### config.mk
export PLATFORM = sky130hd
export DESIGN_NAME = harsh_event_driving_score
export DESIGN_NICKNAME = d
export VERILOG_FILES = /design/src/hdl/heds_pkg.sv /design/src/hdl/heds_ctrl.sv /design/src/hdl/heds_div.sv /design/src/hdl/heds_datapath.sv /design/src/hdl/harsh_event_driving_score.sv
export VERILOG_INCLUDE_DIRS = /design/src /design/src/hdl
export SDC_FILE = /design/constraint.sdc
export NUM_CORES = 1
export LEC_CHECK = 0
export BUFFER_PORTS_ARGS = -buffer_cell sky130_fd_sc_hd__buf_4
export CORE_MARGIN = 1.5
export CORE_UTILIZATION = 63
export CTS_CLUSTER_DIAMETER = 100
export DETAILED_ROUTE_END_ITERATION = 8
export PLACE_DENSITY = 0.81
export REMOVE_ABC_BUFFERS = 1
export SKIP_LAST_GASP = 1
export SYNTH_ARGS = -nofsm -noshare
export SYNTH_HDL_FRONTEND = slang
export SYNTH_SLANG_ARGS = --single-unit
### constraint.sdc
create_clock -name clk -period 11 [get_ports clk]
set_clock_uncertainty 0.15 [all_clocks]
set_input_delay 1.65 -clock clk [delete_from_list [all_inputs] [get_ports clk]]
set_output_delay 1.65 -clock clk [all_outputs]
set_load 0.01 [all_outputs]
### src/hdl/harsh_event_driving_score_macros.svh
// ---------------------------------------------------------------------------
// Harsh event driving score assertion macros
// Assertion helpers for the RTL; they compile to nothing under SYNTHESIS.
// ---------------------------------------------------------------------------
`ifndef HARSH_EVENT_DRIVING_SCORE_MACROS_SVH
`define HARSH_EVENT_DRIVING_SCORE_MACROS_SVH

`ifndef SYNTHESIS
// Same-cycle implication, checked on every rising edge outside reset.
`define HEDS_ASSERT_IMPLY(name, pre, post) \
  name: assert property (@(posedge clk) disable iff (rst) (pre) |-> (post)) \
    else $error("heds: same-cycle check failed");
// Next-cycle implication.
`define HEDS_ASSERT_NEXT(name, pre, post) \
  name: assert property (@(posedge clk) disable iff (rst) (pre) |=> (post)) \
    else $error("heds: next-cycle check failed");
`else
`define HEDS_ASSERT_IMPLY(name, pre, post)
`define HEDS_ASSERT_NEXT(name, pre, post)
`endif

`endif

### src/hdl/heds_pkg.sv
// ---------------------------------------------------------------------------
// Harsh event driving score package
// Field widths, register indexes, controller states and command/status types.
// ---------------------------------------------------------------------------
package heds_pkg;

  localparam int SPEED_W    = 16;
  localparam int TIME_W     = 32;
  localparam int ACCEL_W    = 16;
  localparam int SCORE_W    = 8;
  localparam int FLAGS_W    = 3;
  localparam int CFG_IDX_W  = 3;
  localparam int CFG_DATA_W = 16;

  // |speed delta| * 1000 stays below 2^26
  localparam int MAG_W   = 26;
  localparam int MULT_W  = 10;
  localparam logic [MULT_W-1:0] MS_PER_S = 10'd1000;

  localparam logic [MAG_W-1:0] ACCEL_POS_LIMIT = 26'd32767;
  localparam logic [MAG_W-1:0] ACCEL_NEG_LIMIT = 26'd32768;
  localparam logic [ACCEL_W-1:0] ACCEL_MAX = 16'h7fff;
  localparam logic [ACCEL_W-1:0] ACCEL_MIN = 16'h8000;

  // register indexes
  localparam logic [CFG_IDX_W-1:0] REG_BRAKE_THRESHOLD = 3'd0;
  localparam logic [CFG_IDX_W-1:0] REG_ACCEL_THRESHOLD = 3'd1;
  localparam logic [CFG_IDX_W-1:0] REG_BRAKE_PENALTY   = 3'd2;
  localparam logic [CFG_IDX_W-1:0] REG_ACCEL_PENALTY   = 3'd3;
  localparam logic [CFG_IDX_W-1:0] REG_RECOVERY_STEP   = 3'd4;
  localparam logic [CFG_IDX_W-1:0] REG_SCORE_CEILING   = 3'd5;

  // register reset values
  localparam logic signed [ACCEL_W-1:0] BRAKE_THRESHOLD_RST = -16'sd3072;
  localparam logic signed [ACCEL_W-1:0] ACCEL_THRESHOLD_RST = 16'sd2560;
  localparam logic [SCORE_W-1:0] BRAKE_PENALTY_RST = 8'd4;
  localparam logic [SCORE_W-1:0] ACCEL_PENALTY_RST = 8'd3;
  localparam logic [SCORE_W-1:0] RECOVERY_STEP_RST = 8'd1;
  localparam logic [SCORE_W-1:0] SCORE_CEILING_RST = 8'd100;

  typedef enum logic [2:0] {
    ST_IDLE,
    ST_CALC,
    ST_DIV,
    ST_SAT,
    ST_DONE
  } heds_state_t;

  typedef struct packed {
    logic load;       // capture the input word
    logic calc;       // form delta and elapsed, update last sample
    logic div_start;  // launch the divider
    logic sat;        // saturate quotient, compare thresholds
    logic finish;     // update score, load the output register
  } heds_cmd_t;

  typedef struct packed {
    logic short_int;  // elapsed time of 0 or 1 ms
    logic div_done;   // quotient ready
    logic out_free;   // output register can take a word
  } heds_status_t;

endpackage

### src/hdl/heds_ctrl.sv
// ---------------------------------------------------------------------------
// Harsh event driving score controller
// Sequences one sample through capture, divide (skipped for a short interval), saturate and score update.
// ---------------------------------------------------------------------------
module heds_ctrl import heds_pkg::*; (
  input  logic         clk,
  input  logic         rst,
  input  logic         in_valid,
  output logic         in_ready,
  input  heds_status_t status,
  output heds_cmd_t    cmd
);

  heds_state_t state;
  heds_state_t state_next;

  always_ff @(posedge clk) begin
    if (rst) begin
      state <= ST_IDLE;
    end else begin
      state <= state_next;
    end
  end

  always_comb begin
    state_next = state;
    cmd        = '0;
    in_ready   = 1'b0;
    case (state)
      ST_IDLE: begin
        in_ready = 1'b1;
        if (in_valid) begin
          cmd.load   = 1'b1;
          state_next = ST_CALC;
        end
      end
      ST_CALC: begin
        cmd.calc = 1'b1;
        if (status.short_int) begin
          state_next = ST_SAT;
        end else begin
          cmd.div_start = 1'b1;
          state_next    = ST_DIV;
        end
      end
      ST_DIV: begin
        if (status.div_done) begin
          state_next = ST_SAT;
        end
      end
      ST_SAT: begin
        cmd.sat    = 1'b1;
        state_next = ST_DONE;
      end
      ST_DONE: begin
        // hold until the previous result is taken
        if (status.out_free) begin
          cmd.finish = 1'b1;
          state_next = ST_IDLE;
        end
      end
      default: begin
        state_next = ST_IDLE;
      end
    endcase
  end

endmodule

### src/hdl/heds_div.sv
// ---------------------------------------------------------------------------
// Harsh event driving score divider
// Restoring unsigned divider, one quotient bit per cycle.
// ---------------------------------------------------------------------------
`include "harsh_event_driving_score_macros.svh"

module heds_div import heds_pkg::*; #(
  parameter int TIME_BITS = 32
) (
  input  logic                 clk,
  input  logic                 rst,
  input  logic                 start,
  input  logic [MAG_W-1:0]     dividend,
  input  logic [TIME_BITS-1:0] divisor,
  output logic [MAG_W-1:0]     quotient,
  output logic                 done
);

  localparam int CNT_W = $clog2(MAG_W);

  logic [MAG_W-1:0]     quo;
  logic [TIME_BITS-1:0] rem;
  logic [TIME_BITS-1:0] dvs;
  logic [CNT_W-1:0]     cnt;
  logic                 busy;
  logic [TIME_BITS:0]   trial;
  logic                 fits;

  assign trial = {rem, quo[MAG_W-1]};
  assign fits  = trial >= {1'b0, dvs};

  always_ff @(posedge clk) begin
    if (rst) begin
      busy <= 1'b0;
      done <= 1'b0;
      cnt  <= '0;
    end else begin
      done <= 1'b0;
      if (start) begin
        busy <= 1'b1;
        cnt  <= CNT_W'(MAG_W - 1);
      end else if (busy) begin
        cnt <= cnt - 1'b1;
        if (cnt == '0) begin
          busy <= 1'b0;
          done <= 1'b1;
        end
      end
    end
  end

  // hold the divisor: the caller moves on to the next sample's state
  always_ff @(posedge clk) begin
    if (start) begin
      quo <= dividend;
      rem <= '0;
      dvs <= divisor;
    end else if (busy) begin
      if (fits) begin
        rem <= TIME_BITS'(trial - {1'b0, dvs});
      end else begin
        rem <= trial[TIME_BITS-1:0];
      end
      quo <= {quo[MAG_W-2:0], fits};
    end
  end

  assign quotient = quo;

  `HEDS_ASSERT_IMPLY(a_start_idle, start, !busy)
  `HEDS_ASSERT_IMPLY(a_done_idle, done, !busy)
  `HEDS_ASSERT_NEXT(a_last_step, busy && (cnt == '0), done && !busy)

endmodule

### src/hdl/heds_datapath.sv
// ---------------------------------------------------------------------------
// Harsh event driving score datapath
// Sample state, configuration registers, divider, scoring and output register.
// ---------------------------------------------------------------------------
module heds_datapath import heds_pkg::*; #(
  parameter int TIME_BITS = 32
) (
  input  logic                  clk,
  input  logic                  rst,
  input  heds_cmd_t             cmd,
  output heds_status_t          status,
  input  logic [SPEED_W-1:0]    speed,
  input  logic [TIME_W-1:0]     sample_time_ms,
  input  logic                  gps_fix,
  input  logic                  cfg_valid,
  input  logic [CFG_IDX_W-1:0]  cfg_index,
  input  logic [CFG_DATA_W-1:0] cfg_data,
  output logic                  out_valid,
  input  logic                  out_ready,
  output logic [ACCEL_W-1:0]    accel,
  output logic [SCORE_W-1:0]    score,
  output logic [FLAGS_W-1:0]    event_flags
);

  // configuration
  logic signed [ACCEL_W-1:0] brake_threshold;
  logic signed [ACCEL_W-1:0] accel_threshold;
  logic [SCORE_W-1:0]        brake_penalty;
  logic [SCORE_W-1:0]        accel_penalty;
  logic [SCORE_W-1:0]        recovery_step;
  logic [SCORE_W-1:0]        score_ceiling;

  // sample state
  logic [SPEED_W-1:0]   last_speed;
  logic [TIME_BITS-1:0] last_time;
  logic [SCORE_W-1:0]   running_score;

  // captured word
  logic [SPEED_W-1:0]   spd;
  logic [TIME_BITS-1:0] now;
  logic                 gps;

  logic neg;
  logic short_int;
  logic signed [ACCEL_W-1:0] accel_sat;
  logic hb;
  logic ha;

  logic [TIME_BITS-1:0] elapsed;
  logic [SPEED_W-1:0]   abs_delta;
  logic [MAG_W-1:0]     mag;
  logic [MAG_W-1:0]     quotient;
  logic                 div_done;
  logic [ACCEL_W-1:0]   accel_calc;
  logic signed [SCORE_W+1:0] sc_raw;
  logic [SCORE_W-1:0]   sc_new;

  always_ff @(posedge clk) begin
    if (rst) begin
      brake_threshold <= BRAKE_THRESHOLD_RST;
      accel_threshold <= ACCEL_THRESHOLD_RST;
      brake_penalty   <= BRAKE_PENALTY_RST;
      accel_penalty   <= ACCEL_PENALTY_RST;
      recovery_step   <= RECOVERY_STEP_RST;
      score_ceiling   <= SCORE_CEILING_RST;
    end else if (cfg_valid) begin
      case (cfg_index)
        REG_BRAKE_THRESHOLD: brake_threshold <= cfg_data;
        REG_ACCEL_THRESHOLD: accel_threshold <= cfg_data;
        REG_BRAKE_PENALTY:   brake_penalty   <= cfg_data[SCORE_W-1:0];
        REG_ACCEL_PENALTY:   accel_penalty   <= cfg_data[SCORE_W-1:0];
        REG_RECOVERY_STEP:   recovery_step   <= cfg_data[SCORE_W-1:0];
        REG_SCORE_CEILING:   score_ceiling   <= cfg_data[SCORE_W-1:0];
        default: ;
      endcase
    end
  end

  always_ff @(posedge clk) begin
    if (cmd.load) begin
      spd <= speed;
      now <= sample_time_ms[TIME_BITS-1:0];
      gps <= gps_fix;
    end
  end

  assign elapsed   = now - last_time;
  assign abs_delta = (spd >= last_speed) ? spd - last_speed : last_speed - spd;
  assign mag       = MAG_W'(abs_delta) * MAG_W'(MS_PER_S);

  heds_div #(
    .TIME_BITS (TIME_BITS)
  ) u_div (
    .clk      (clk),
    .rst      (rst),
    .start    (cmd.div_start),
    .dividend (mag),
    .divisor  (elapsed),
    .quotient (quotient),
    .done     (div_done)
  );

  always_ff @(posedge clk) begin
    if (rst) begin
      last_speed    <= '0;
      last_time     <= '0;
      running_score <= SCORE_CEILING_RST;
    end else begin
      if (cmd.calc) begin
        last_speed <= spd;
        last_time  <= now;
      end
      if (cmd.finish) begin
        running_score <= sc_new;
      end
    end
  end

  always_ff @(posedge clk) begin
    if (cmd.calc) begin
      neg       <= spd < last_speed;
      short_int <= elapsed <= TIME_BITS'(1);
    end
  end

  // saturate the magnitude, then restore the sign; a short interval gives zero
  always_comb begin
    if (neg) begin
      accel_calc = (quotient >= ACCEL_NEG_LIMIT) ? ACCEL_MIN
                 : ACCEL_W'(-quotient[ACCEL_W-1:0]);
    end else begin
      accel_calc = (quotient > ACCEL_POS_LIMIT) ? ACCEL_MAX : quotient[ACCEL_W-1:0];
    end
    if (short_int) begin
      accel_calc = '0;
    end
  end

  always_ff @(posedge clk) begin
    if (cmd.sat) begin
      accel_sat <= accel_calc;
      hb <= !short_int && (signed'(accel_calc) < brake_threshold);
      ha <= !short_int && (signed'(accel_calc) > accel_threshold);
    end
  end

  always_comb begin
    if (hb) begin
      sc_raw = signed'({2'b00, running_score}) - signed'({2'b00, brake_penalty});
    end else if (ha) begin
      sc_raw = signed'({2'b00, running_score}) - signed'({2'b00, accel_penalty});
    end else begin
      sc_raw = signed'({2'b00, running_score}) + signed'({2'b00, recovery_step});
    end
    if (sc_raw < 0) begin
      sc_new = '0;
    end else if (sc_raw > signed'({2'b00, score_ceiling})) begin
      sc_new = score_ceiling;
    end else begin
      sc_new = sc_raw[SCORE_W-1:0];
    end
  end

  always_ff @(posedge clk) begin
    if (rst) begin
      out_valid <= 1'b0;
    end else if (cmd.finish) begin
      out_valid <= 1'b1;
    end else if (out_ready) begin
      out_valid <= 1'b0;
    end
  end

  always_ff @(posedge clk) begin
    if (cmd.finish) begin
      accel       <= accel_sat;
      score       <= sc_new;
      event_flags <= {!gps, ha, hb};
    end
  end

  always_comb begin
    status.short_int = elapsed <= TIME_BITS'(1);
    status.div_done  = div_done;
    status.out_free  = !out_valid || out_ready;
  end

endmodule

### src/hdl/harsh_event_driving_score.sv
// Flow: an accepted word passes through capture, the 26-step restoring divider,
//   saturation and the score update; the divider is skipped for 0 or 1 ms.
// Samples: the controller works on one sample at a time and takes no new word
//   until the last one is done, and a full output register holds it in place.
// Reset: synchronous rst restores register defaults, zero last sample, score 100.
// ---------------------------------------------------------------------------
// Harsh event driving score
// Turns timed speed samples into acceleration, harsh event flags and a
// running driving score with configurable thresholds and penalties.
// ---------------------------------------------------------------------------
module harsh_event_driving_score import heds_pkg::*; #(
  parameter int TIME_BITS = 32
) (
  input  logic                  clk,
  input  logic                  rst,
  // sample channel
  input  logic                  in_valid,
  output logic                  in_ready,
  input  logic [SPEED_W-1:0]    speed,
  input  logic [TIME_W-1:0]     sample_time_ms,
  input  logic                  gps_fix,
  // result channel
  output logic                  out_valid,
  input  logic                  out_ready,
  output logic [ACCEL_W-1:0]    accel,
  output logic [SCORE_W-1:0]    score,
  output logic [FLAGS_W-1:0]    event_flags,
  // configuration write channel
  input  logic                  cfg_valid,
  output logic                  cfg_ready,
  input  logic [CFG_IDX_W-1:0]  cfg_index,
  input  logic [CFG_DATA_W-1:0] cfg_data
);

  heds_cmd_t    cmd;
  heds_status_t status;

  // Every register write is accepted when offered, so the write channel never stalls.
  assign cfg_ready = 1'b1;

  // Controller: capture a word, compute delta and elapsed time, run the divider
  // unless the interval is too short, saturate, then update the score and hand
  // the result word to the output register once that register is free.
  heds_ctrl u_ctrl (
    .clk      (clk),
    .rst      (rst),
    .in_valid (in_valid),
    .in_ready (in_ready),
    .status   (status),
    .cmd      (cmd)
  );

  // Datapath: the previous sample, the running score, the registers, the
  // divider and the output register that holds a word until the sink takes it.
  heds_datapath #(
    .TIME_BITS (TIME_BITS)
  ) u_datapath (
    .clk            (clk),
    .rst            (rst),
    .cmd            (cmd),
    .status         (status),
    .speed          (speed),
    .sample_time_ms (sample_time_ms),
    .gps_fix        (gps_fix),
    .cfg_valid      (cfg_valid),
    .cfg_index      (cfg_index),
    .cfg_data       (cfg_data),
    .out_valid      (out_valid),
    .out_ready      (out_ready),
    .accel          (accel),
    .score          (score),
    .event_flags    (event_flags)
  );

endmodule

==> impl_metrics.csv, run 1 <==
group,metric,value,unit
clocking,clk_pin_slew,0.06,ns
timing,slew_violations,0,
layout,layout-drive-gt1-share,7.94,%
timing,fin_crit_sh,83.4,%
pwr,irDropWorstVdd,0.618,mV
worst_setup_path,cp.arrival,9.30,ns
floorplanning,initial_core_util,63.9,%
worst_hold_path,hold-path-endpoint,"u_datapath.accel[13]",
worst_setup_path,crit_type,"reg2reg",
floorplanning,core-area,34500,sq um
floorplanning,die_h,190,um
timing,finalSetupTns,0,ns
run_status,status,"complete, no violations",
clocking,cts_buffer_depth,3,
worst_setup_path,endpoint_kind,"flop",
job,cap_violations,0,
global_routing,antenna_found_initial,0,
worst_setup_path,cp.required,11.13,ns
placed_design,port_buffers,101,
pwr,seqPwrFrac,18.1,%
drt,routedWlPerCell,16.3,um
synthesis,yosysWarnings,0,
pwr,p_comb_share,66.7,%
clocking,ctsRootBufferMaster,"clkbuf_16",
clocking,clk_latency,0.56,ns
layout,fin_util,70.5,%
worst_hold_path,min_path_cells,0,
timing,fmax,109,MHz
clocking,postCtsResizedCells,0,
worst_hold_path,hp-start,"u_datapath.accel_sat[13]",
worst_setup_path,cpPeakStageDelay,0.91,ns
clocking,cts_tree,"yes",
layout,syn2layout_area_growth,10.3,%
clocking,cts_made_buffers,36,
placed_design,place_congestion,0.895,
timing,min_period,9.17,ns
synthesis,yosys.cell_types.count,89,
synthesis,synth_area,22000,sq um
floorplanning,die-area,36100,sq um
worst_setup_path,r2r-end,"u_datapath.u_div.quotient[24]",
pwr,cellPowerDensity,352,nW/um^2
clocking,post_cts_buffers,0,
timing,tightest_slew,1.16,ns
placed_design,dp_hpwl,36.3,mm
synthesis,yosysSeqAreaShare,35.7,%
pwr,p_switching,3.83,mW
synthesis,synth_area_per_cell,8.72,sq um
floorplanning,io_pins,103,
synthesis,synth_seq_cells,317,
timing,slew_headroom,22.5,%
drt,drc_errors,0,
global_routing,grt_pass1_wl,82.1,mm
timing,setup_violations,0,
clocking,cts_hold_buf,0,
drt,vias,17747,
clocking,cts_max_level,2,
clocking,clock_sinks,317,
worst_setup_path,crit_fanout,28,
worst_setup_path,critPathLaunchType,"flop",
drt,viasPerCell,5.82,
timing,rsz0062_at_grt,"no",
worst_setup_path,cp_slowest_cell,"xnor2_1",
synthesis,synth_flop_cell,"dfxtp_1",
global_routing,grt_max_degree,102,
synthesis,synth-async-reset-ratio,0,%
pwr,p_sw_share,44.8,%
global_routing,grtUsageTotal,27.6,%
global_routing,grt-ovfl-total,0,
pwr,internal-power,4.73,mW
synthesis,synth_edf_count,151,
floorplanning,fp-row-count,68,
worst_hold_path,min-delay-path-class,"reg2reg",
layout,antenna_cells,0,
worst_setup_path,reg2reg_depth,28,
global_routing,grt_pass1_vias,16956,
pwr,p_leak,10.2,nW
drt,detail-route-antenna-nets,0,
layout,fin_nets,2899,
synthesis,syn-instance-count,2524,
floorplanning,die_w,190,um
drt,finalWirelength,49.6,mm
worst_setup_path,r2r_start,"u_datapath.spd[9]",
pwr,clock_power_share,15.1,%
drt,first_pass_iters,5,
drt,drtIter0Drc,1347,
worst_setup_path,r2r_slack,1.83,ns
timing,hold_violations,0,
==> flip-flops by register name, indices dropped and copies added, names as in the netlist, 8 cells and up <==
name                        count
u_datapath.accel               16
u_datapath.brake_penalty        8
u_datapath.u_div.rem           32
u_datapath.recovery_step        8
u_datapath.score_ceiling        8
u_datapath.accel_penalty        8
u_datapath.last_speed          16
u_datapath.score                8
u_datapath.spd                 16
u_datapath.last_time           32
u_datapath.now                 32
u_datapath.accel_sat           16
u_datapath.u_div.dvs           32
u_datapath.running_score        8
u_datapath.accel_threshold     16
u_datapath.u_div.quotient      26
u_datapath.brake_threshold     16
==> how the worst max path moves through the flow <==
| stage | start | to | slack, ns | depth (start not counted) |
|---|---|---|---|---|
| after CTS | u_datapath.spd[9] | u_datapath.u_div.quotient[24] | 1.96 | 28 |
| after global routing | u_datapath.spd[9] | u_datapath.u_div.quotient[24] | 0.89 | 28 |
| final | u_datapath.spd[9] | u_datapath.u_div.quotient[24] | 1.83 | 28 |
| after detailed placement | u_datapath.spd[9] | u_datapath.u_div.quotient[24] | 2.04 | 28 |
| after global placement | u_datapath.spd[0] | u_datapath.u_div.quotient[24] | 2.19 | 30 |
| after floorplan | u_datapath.spd[0] | u_datapath.u_div.quotient[24] | 2.84 | 30 |
==> cell families (layout without fill, tap and decap cells) <==
logic type,after synthesis,count (layout),synth area share [%]
xor gates and xnor gates,121,121,4.81
adders and majority gates,265,265,16.8
and+or+nand+nor,764,764,16.1
muxes,27,27,1.25
DFF,317,317,35.7
buffers and inverters,379,448,6.60
other,1,1,0.0170
AOI/OAI and AO/OA,650,650,18.7
==> cells in the final DEF (no fill, tap or decap), types with 53 or more instances in the layout <==
cell type	synthesis	final
nand2_1	329	328
inv_1	270	270
a21oi_1	259	259
ha_1	208	208
nor2_1	172	172
dfxtp_1	166	165
edfxtp_1	151	151
buf_4	1	110
o21ai_0	105	105
xnor2_1	77	76
a21o_1	58	57
fa_1	53	53
==> per-layer routing <==
layer	track usage, %	share of wire, %	vias up
met5	0	0	-
met4	8.21	1.9	0
met3	3.10	5.2	61
met2	46.7	48	461
met1	37.2	45	8378
li1	-	-	8847
==> synthesized netlist by cell type (all sizes together) (35+ instances only) <==
master,n,area (sq um)
a21o,59,444
edfxtp,151,4530
ha,208,2600
fa,53,1060
dfxtp,166,3320
nand2,329,1230
nor2,172,646
o21ai,106,531
xor2,44,385
a21oi,261,1310
clkbuf,87,327
a211oi,35,263
nor3,46,235
xnor2,77,674
inv,272,1020
==> worst max-delay path: cells and delay by family, from the launching register on <==
family	cells	cell delay, ns
AOI/OAI and AO/OA	14	3.47
xor gates and xnor gates	3	1.27
adders and majority gates	5	2.33
buffers and inverters	2	0.10
and+or+nand+nor	4	1.17
DFF	1	0.38
==> power by group through the flow <==
| stage | clock [mW] | sequential, mW | combinational, mW |
|---|---|---|---|
| after global routing | 1.37 | 1.57 | 6.38 |
| after detailed placement | 0 | 1.57 | 5.57 |
| after CTS | 1.32 | 1.55 | 5.67 |
| final | 1.29 | 1.55 | 5.71 |
| after global placement | 0 | 1.57 | 5.35 |
| after floorplan | 0 | 1.55 | 4.47 |
==> through the flow <==
| stage | worst slack (ns) | instances | cell area (sq um) | total power, mW | hold slack, ns |
|---|---|---|---|---|---|
| final | 1.83 | 3048 | 24300 | 8.56 | 0.271 |
| after CTS | 1.96 | 3048 | 24300 | 8.54 | 0.270 |
| after floorplan | 2.84 | 2417 | 21600 | 6.02 | 0.250 |
| after detailed placement | 2.04 | 2982 | 23000 | 7.15 | 0.257 |
| after global routing | 0.887 | 3048 | 24300 | 9.32 | 0.272 |
| after global placement | 2.19 | 2982 | 23000 | 6.92 | 0.250 |
==> area by class of cell <==
class	instances	area (sq um)
multi-input cells	1828	12700
fillers	2604	10200
flip-flops and latches	317	7860
inverters	272	1020
clock buffers	47	972
repair buffers	110	826
well taps	455	569
clock inverters	19	314
Power figures use the tool's default switching activity.
==> run 2, diff against run 1 <==
- ABC_AREA: unset -> 1
- CORE_UTILIZATION: 63 -> 57
- PLACE_DENSITY: 0.81 -> 0.78
- clock period: 11 -> 7.7 ns (I/O delays scaled with it)
==> run 2 against run 1 <==
Net effect: setup slack got worse by 1.2 ns; worst hold slack got worse by 0.0035 ns; count of clock-buffer cells in the layout fell by 7; highest routed layer unchanged; critical path depth did not move; global-route usage rose by 0.80 points; critical path type unchanged; non-clock buffer count rose by 1; register-to-register slack got worse by 1.2 ns; critical endpoint is now u_datapath.u_div.quotient[25]; routed wire length rose by 18%.
==> impl_metrics.csv, run 2 <==
group,metric,value,unit
global_routing,grt_pass1_wl,95.9,mm
drt,finalWirelength,58.4,mm
synthesis,yosysTopAreaCellShare,19.6,%
clocking,clock_sinks,317,
placed_design,place_congestion,0.987,
drt,drc_errors,0,
worst_hold_path,min_path_cells,0,
global_routing,grt-ovfl-total,0,
synthesis,synth_area,23100,sq um
floorplanning,initial_core_util,58.0,%
timing,slew_headroom,12.1,%
timing,setup_violations,0,
synthesis,yosysSeqAreaShare,34.0,%
worst_setup_path,cp.arrival,7.26,ns
worst_setup_path,r2r-end,"u_datapath.u_div.quotient[25]",
worst_setup_path,cp_slowest_cell,"fa_1",
timing,fmax,141,MHz
layout,antenna_cells,0,
synthesis,yosysWarnings,0,
global_routing,grtUsageTotal,28.4,%
timing,slew_violations,0,
drt,met3_length,3.37,mm
worst_hold_path,hold-path-endpoint,"u_datapath.accel[15]",
worst_setup_path,crit_fanout,15,
clocking,cts_made_buffers,36,
floorplanning,core-area,39800,sq um
synthesis,synth_area_leaders,"edfxtp_1 20%, dfxtp_1 14%, nand2_1 12%",
synthesis,synth_common_cells,"713 x nand2_1, 534 x inv_1, 245 x a21oi_1",
global_routing,antenna_found_initial,0,
clocking,cts_max_level,2,
clocking,clk_pin_slew,0.07,ns
clocking,post_cts_buffers,0,
synthesis,yosysMostFrequentCell,"nand2_1",
synthesis,synth_edf_count,151,
timing,fin_ws,0.599,ns
timing,rsz0062_at_grt,"no",
drt,dr_wl_met2,27.0,mm
worst_setup_path,endpoint_kind,"flop",
synthesis,syn-instance-count,3089,
floorplanning,die_h,204,um
floorplanning,die-area,41800,sq um
worst_hold_path,min-delay-path-class,"reg2reg",
placed_design,port_buffers,101,
run_status,status,"complete, no violations",
timing,hold_violations,0,
worst_setup_path,cp.required,7.86,ns
drt,drtIter0Drc,1393,
placed_design,dp_hpwl,44.8,mm
timing,min_period,7.10,ns
synthesis,synth_seq_cells,317,
synthesis,yosys.cell_types.count,54,
layout,layout_commonest_cell,"nand2_1",
worst_setup_path,cp_common_cell,"nand2_1",
clocking,cts_hold_buf,0,
worst_hold_path,hp-start,"u_datapath.accel_sat[15]",
drt,first_pass_iters,6,
layout,layout-drive-gt1-share,7.11,%
floorplanning,io_pins,103,
layout,layout_common_cells,"713 x nand2_1, 534 x inv_1, 245 x a21oi_1",
placed_design,dp_slack,0.625,ns
worst_setup_path,r2r_start,"u_datapath.spd[0]",
drt,detail-route-antenna-nets,0,
global_routing,grt_pass1_vias,19701,
floorplanning,die_w,204,um
floorplanning,fp-row-count,73,
worst_setup_path,critPathLaunchType,"flop",
clocking,cts_buffer_depth,3,
worst_setup_path,crit_type,"reg2reg",
synthesis,synth-async-reset-ratio,0,%
timing,fin_crit_sh,92.2,%
job,cap_violations,0,
drt,wl_met1,26.3,mm
timing,finalSetupTns,0,ns
timing,tightest_slew,1.29,ns
drt,routedWlPerCell,15.7,um
worst_setup_path,r2r_slack,0.60,ns
layout,fin_nets,3498,
drt,viasPerCell,5.49,
synthesis,synth_area_per_cell,7.48,sq um
synthesis,synth_flop_cell,"dfxtp_1",
drt,vias,20392,
global_routing,grt_max_degree,70,
worst_setup_path,cpPeakStageDelay,0.55,ns
clocking,postCtsResizedCells,0,
clocking,clk_latency,0.55,ns
clocking,cts_tree,"yes",
layout,syn2layout_area_growth,10.8,%
clocking,ctsRootBufferMaster,"clkbuf_16",
synthesis,yosysTopAreaCell,"edfxtp_1",
drt,top_layer,"met4",
worst_setup_path,reg2reg_depth,28,
==> run 2: worst max path at each step <==
| stage | end | slack (ns) | depth (start not counted) | start |
|---|---|---|---|---|
| 2_1_floorplan | u_datapath.u_div.quotient[25] | 1.13 | 28 | u_datapath.spd[0] |
| 3_3_place_gp | u_datapath.u_div.quotient[25] | 0.76 | 28 | u_datapath.spd[0] |
| 3_5_place_dp | u_datapath.u_div.quotient[25] | 0.62 | 28 | u_datapath.spd[0] |
| 4_1_cts | u_datapath.u_div.quotient[25] | 0.60 | 28 | u_datapath.spd[0] |
| 5_1_grt | u_datapath.u_div.quotient[25] | 0.06 | 28 | u_datapath.spd[0] |
| 6_report | u_datapath.u_div.quotient[25] | 0.60 | 28 | u_datapath.spd[0] |
==> run 2: logic make-up (layout without fill, tap and decap cells) <==
logic type      count (synthesis)  after routing  synth area share, %
simple gates                 1251           1251                 22.9
buf+inv                       619            722                 10.3
compound gates                546            546                 13.4
flops                         317            317                 34.0
fa+ha+maj                     261            261                 15.9
xor+xnor                       94             94                 3.60
other cells                     1              1               0.0162
==> run 2: layer usage <==
layer  up-vias  track usage, %
met5         -               0
met4         0            9.48
met3       108            3.52
met2       607            47.6
met1      9480            37.9
li1      10197               -
==> run 2: critical path: cells and delay by family, from the launching register on <==
kind            cells  cell delay [ns]
fa+ha+maj           7             2.85
buf+inv             4             0.53
flops               1             0.36
xor+xnor            1             0.14
simple gates       10             1.73
compound gates      6             1.08
==> run 2: through the flow <==
stage               hold slack, ns  instance area, sq um  instances  util (%)
floorplan                    0.250                 22800       3015         -
global placement             0.252                 24300       3651      61.0
detailed placement           0.261                 24300       3651      61.0
CTS                          0.272                 25600       3717      64.3
global route                 0.279                 25600       3717      64.3
finish                       0.267                 25600       3717      64.3
==> run 2: cell type report <==
| cell class | instances | area [sq um] |
|---|---|---|
| Clock inverter | 26 | 343 |
| Tap cell | 525 | 657 |
| Timing Repair Buffer | 111 | 833 |
| Clock buffer | 40 | 967 |
| Fill cell | 3557 | 14200 |
| Inverter | 545 | 2050 |
| Multi-Input combinational cell | 2153 | 12900 |
| Sequential cell | 317 | 7860 |
Power of run 2 is left out: the tool's default activity adds up to more than one toggle a clock period on the data nets, which glitch-free logic cannot reach.
